### src/rpn_pkg.sv
package rpn_pkg;

	localparam int unsigned StackDepthDefault = 256;
	localparam int unsigned DataW = 32;

	typedef enum logic [4:0] {
		OP_ADD   = 5'd0,
		OP_SUB   = 5'd1,
		OP_MUL   = 5'd2,
		OP_DIV   = 5'd3,
		OP_MOD   = 5'd4,
		OP_NEG   = 5'd5,
		OP_OR    = 5'd6,
		OP_AND   = 5'd7,
		OP_XOR   = 5'd8,
		OP_NOT   = 5'd9,
		OP_LAND  = 5'd10,
		OP_LOR   = 5'd11,
		OP_LNOT  = 5'd12,
		OP_EQ    = 5'd13,
		OP_NE    = 5'd14,
		OP_GT    = 5'd15,
		OP_LT    = 5'd16,
		OP_GE    = 5'd17,
		OP_LE    = 5'd18,
		OP_SHL   = 5'd19,
		OP_SHR   = 5'd20,
		OP_HRAM  = 5'd21,
		OP_CONST = 5'd22,
		OP_SYM   = 5'd23,
		OP_BANK  = 5'd24
	} opcode_t;

	localparam logic [2:0] ST_OK        = 3'd0;
	localparam logic [2:0] ST_RANGE     = 3'd1;
	localparam logic [2:0] ST_HRAM      = 3'd2;
	localparam logic [2:0] ST_DIV_ZERO  = 3'd3;
	localparam logic [2:0] ST_UNDERFLOW = 3'd4;
	localparam logic [2:0] ST_OVERFLOW  = 3'd5;

	localparam logic [1:0] KIND_BYTE = 2'd0;
	localparam logic [1:0] KIND_WORD = 2'd1;

	typedef enum logic [3:0] {
		S_IDLE,
		S_RD_B,
		S_RD_A,
		S_WAIT,
		S_EXEC,
		S_DIV,
		S_FIN_RD,
		S_FIN,
		S_OUT
	} state_t;

	// controller to datapath
	typedef struct packed {
		logic capture;   // take input beat
		logic rd_b;      // pop into b
		logic rd_a;      // pop into a
		logic div_start;
		logic div_step;
		logic exec;      // compute and push result
		logic fin_rd;    // pop final value
		logic fin;       // range check, load output
		logic clear;     // reset expression state
	} cmd_t;

	// datapath to controller
	typedef struct packed {
		logic pops2;
		logic pops1;
		logic is_div;
		logic div_done;
		logic last;
	} stat_t;

endpackage

### src/rpn_ctrl.sv
module rpn_ctrl
	import rpn_pkg::*;
(
	input  logic  clk,
	input  logic  arst_n,
	input  logic  in_valid,
	output logic  in_ready,
	output logic  out_valid,
	input  logic  out_ready,
	input  stat_t stat,
	output cmd_t  cmd
);

	state_t state_q, state_d;

	always_ff @(posedge clk or negedge arst_n) begin
		if (!arst_n) state_q <= S_IDLE;
		else state_q <= state_d;
	end

	// sequence one operation; the final pop and check follow on the last beat
	always_comb begin
		state_d = state_q;
		cmd = '0;
		in_ready = 1'b0;
		out_valid = 1'b0;
		unique case (state_q)
			S_IDLE: begin
				in_ready = 1'b1;
				if (in_valid) begin
					cmd.capture = 1'b1;
					state_d = S_RD_B;
				end
			end
			S_RD_B: begin
				if (stat.pops2 || stat.pops1) begin
					cmd.rd_b = 1'b1;
					state_d = stat.pops2 ? S_RD_A : S_WAIT;
				end else begin
					state_d = S_EXEC;
				end
			end
			S_RD_A: begin
				cmd.rd_a = 1'b1;
				state_d = S_WAIT;
			end
			// let the last popped word settle into its operand register
			S_WAIT: begin
				if (stat.is_div) begin
					cmd.div_start = 1'b1;
					state_d = S_DIV;
				end else begin
					state_d = S_EXEC;
				end
			end
			S_DIV: begin
				cmd.div_step = 1'b1;
				if (stat.div_done) state_d = S_EXEC;
			end
			S_EXEC: begin
				cmd.exec = 1'b1;
				state_d = stat.last ? S_FIN_RD : S_IDLE;
			end
			S_FIN_RD: begin
				cmd.fin_rd = 1'b1;
				state_d = S_FIN;
			end
			S_FIN: begin
				cmd.fin = 1'b1;
				state_d = S_OUT;
			end
			S_OUT: begin
				out_valid = 1'b1;
				if (out_ready) begin
					cmd.clear = 1'b1;
					state_d = S_IDLE;
				end
			end
			default: state_d = S_IDLE;
		endcase
	end

endmodule

### config.mk
export PLATFORM = sky130hd
export DESIGN_NAME = rpn_ctrl
export DESIGN_NICKNAME = d
export VERILOG_FILES = /design/src/rpn_pkg.sv /design/src/rpn_ctrl.sv
export SDC_FILE = /design/constraint.sdc
export NUM_CORES = 1
export LEC_CHECK = 0
export ABC_CLOCK_PERIOD_IN_PS = 1350
export BUFFER_PORTS_ARGS = -buffer_cell sky130_fd_sc_hd__buf_2
export CAP_MARGIN = 20
export CORE_AREA = 2 2 39 41
export DETAILED_ROUTE_END_ITERATION = 16
export DIE_AREA = 0 0 41 43
export HOLD_SLACK_MARGIN = 0.15
export PLACE_DENSITY = 0.6
export SLEW_MARGIN = 20
export SYNTH_ARGS = -nofsm -noshare
export SYNTH_HDL_FRONTEND = slang
export SYNTH_SLANG_ARGS = --single-unit
### constraint.sdc
create_clock -name clk -period 1.35 [get_ports clk]
set_input_delay 0 -clock clk [delete_from_list [all_inputs] [get_ports clk]]
set_output_delay 0 -clock clk [all_outputs]
set_load 0.005 [all_outputs]
==> key figures <==
Run status
  • Status: complete, no violations

Setup path
  • Crit-path max FO: 7
  • Critical Path RT: 1.35 ns
  • Critical path endpoint category: output port
  • Crit Path Category: reg -> out
  • CP Data Arrival Time: 1.26 ns
  • CP Launch Type: flop

Global routing
  • GRT overflow: 0
  • Pin count of the biggest net entering global routing: 13
  • Total GRT Usage: 0.1197
  • Initial antenna violation count: 0
  • Vias in the first global route: 348
  • First-pass GRT wire length: 1421 µm

Pwr
  • Net Sw Frac: 0.4252
  • Comb pwr share: 0.555
  • Clk pwr share: 0.131
  • Peak supply drop: 0.8028 mV
  • PwrDens: 1935 nW/µm²
  • Leakage: 0.0002683 µW
  • P_sw: 460.1 µW
  • Seq pwr share: 0.314
  • Int Pwr: 621.9 µW

Routing
  • Vias: 389
  • Vias per cell: 4.687
  • Drt wl/cell: 10.86 µm
  • Final wirelength: 901 µm
  • DRC viols: 0
  • Highest metal used: met4
  • Drt pass-1 iters: 4
  • DR WL met2: 425 µm
  • First-iteration detailed-routing DRC count: 1
  • ANT nets after route: 0
  • Metal-1 WL: 412 µm
  • Routed wl met3: 51 µm

STA
  • Clock Skews: 0.002805 ns
  • Hold Vio Cnt, Final: 0
  • RSZ-0062 raised after global routing: false
  • Max_slew headroom: 0.8053
  • Setup violators final: 0
  • Crit share post-route: 0.9304
  • Max frequency: 0.7962 GHz
  • Slew @ Worst Pin: 0.2920 ns
  • Fin Setup TNS: 0 ns
  • Fin. max-slew vios: 0
  • Post-layout min period: 1.256 ns

Floorplan
  • Die area: 1763 µm²
  • Initial core utilization: 0.2631
  • Num ports: 20
  • Area of the core: 1384 µm²
  • Die Wd: 41 µm
  • Die height: 43 µm
  • # rows: 14

Place
  • Dpl cells: 71
  • Placer Congestion: 0.7485
  • Post-DP HPWL: 633.4 µm
  • Port Buf Inserts: 19

Layout
  • Nets: 78
  • Commonest non-fill, non-tap cell in the layout: buf_2
  • Layout area overhead: 53.61%
  • Most frequent cells in the layout: buf_2, nor2_1, dlygate4sd3_1, buf_4, dfrtp_2
  • Largest registers: state_q (4)
  • Max reg flops: 4
  • Share of cells above drive strength 1: 0.5522
  • Biggest register: state_q
  • Final cell count without fillers: 83
  • Antenna Cells: 0

Logic synthesis
  • Synth area leaders: dfrtp_1, buf_6, nor4b_4, nor2_1, nand2b_4
  • Synth top area share: 0.2749
  • Cell Area, Synth: 364.1 µm²
  • Avg Inst Size Synth: 9.102 µm²
  • Seq cells post-synth: 4
  • Netlist cell types: 25
  • Cells after synthesis: 40
  • Syn nets: 49
  • Yosys warning count: 0
  • Post-synthesis sequential area ratio: 0.2749
  • Yosys top cell by area: dfrtp_1

Min path
  • HP Class: in -> reg

Clock tree
  • CTS tree: built
  • CTS H-tree depth: 1
  • CTS root buf: clkbuf_4
  • TritonCTS buffer count: 3
  • Skew-Pair Late Insertion Delay: 0.23 ns
  • Clock buffer depth: 2
  • Clock transition at path regs: 0.04 ns
  • Num Clock Sinks: 4

Job
  • MaxCap Viol Count: 0
-- through the flow --
stage / area, µm² / utilization / setup slack, ns / power [µW] / hold slack [ns]
5_1_grt: 559.3 / 0.4042 / 0.001086 / 1190 / 0.2457
4_1_cts: 530.5 / 0.3834 / 0.002246 / 1033 / 0.2083
2_1_floorplan: 364.1 / - / 0.3067 / 745.5 / -0.2956
6_report: 559.3 / 0.4042 / 0.09396 / 1082 / 0.2003
3_3_place_gp: 440.4 / 0.3183 / 0.09470 / 819.3 / -0.1903
3_5_place_dp: 440.4 / 0.3183 / 0.08514 / 821.7 / -0.1915
-- path summary, 6_finish.rpt --
kind | from | to | slack, ns | cells past startpoint
min in group asynchronous | arst_n | state_q[1]$_DFFE_PN0P_ | 0.66 | 3
max reg2reg | state_q[1]$_DFFE_PN0P_ | state_q[0]$_DFFE_PN0P_ | 0.10 | 5
min | stat[0] | state_q[1]$_DFFE_PN0P_ | 0.20 | 4
max | state_q[1]$_DFFE_PN0P_ | cmd[0] | 0.09 | 3
max in group asynchronous | arst_n | state_q[3]$_DFFE_PN0P_ | 0.51 | 3
min reg2reg | state_q[3]$_DFFE_PN0P_ | state_q[1]$_DFFE_PN0P_ | 0.58 | 1
-- cell families (layout without fill, tap and decap cells) --
kind of cell,Yosys count,in the layout,share of synthesized area
flip-flops,4,4,0.2749
AND/OR/NAND/NOR,19,19,0.3746
buffers and inverters,7,34,0.1374
multiplexers,1,1,0.02749
AO/OA/AOI/OAI,9,9,0.1856
-- layer usage --
metal	GRT usage	vias up
met5	0	-
met4	0.06000	0
met3	0.03141	2
met2	0.1750	14
met1	0.1553	173
li1	-	200
-- cells in the mapped netlist --
| cell type | count |
|---|---|
| a211oi_1 | 1 |
| a21o_1 | 1 |
| a21oi_1 | 1 |
| a311oi_1 | 1 |
| and2_1 | 2 |
| buf_2 | 1 |
| buf_6 | 3 |
| dfrtp_1 | 4 |
| inv_1 | 3 |
| mux2i_1 | 1 |
| nand2_1 | 2 |
| nand2b_2 | 1 |
| nand2b_4 | 1 |
| nor2_1 | 5 |
| nor2_2 | 1 |
| nor3_1 | 2 |
| nor3b_1 | 1 |
| nor4_1 | 1 |
| nor4_2 | 1 |
| nor4b_1 | 1 |
| nor4b_4 | 1 |
| o21bai_1 | 1 |
| o22ai_1 | 2 |
| o32a_1 | 1 |
| o32ai_1 | 1 |
-- final cells by class --
type | instances | area, µm²
well taps | 16 | 20.02
inverters | 3 | 11.26
flip-flops and latches | 4 | 105.1
clock buffers | 3 | 22.52
fillers | 144 | 824.5
multi-input cells | 29 | 225.2
repair buffers | 28 | 175.2
-- worst max-delay path, stage by stage, from the launching register on --
cell and delay, ns:
dfrtp_2 0.46, nor4b_4 0.31, and2_1 0.16, buf_2 0.10
-- power groups by stage --
stage / clock network, µW / registers (µW) / logic [µW]
CTS: 148 / 340 / 546
global placement: 0 / 356 / 463
floorplan: 0 / 202 / 543
detailed placement: 0 / 358 / 464
global route: 156 / 357 / 677
finish: 142 / 339 / 601
-- what timing repair did --
item                       in CTS  in global routing
hold endpoints to repair        6                  0
setup endpoints to repair       2                  8
buffers inserted                2                  2
resized for setup               2                  4
pin swaps                       0                  0
hold buffers                    5                  0
No activity file was read; power rests on OpenSTA's default activity.
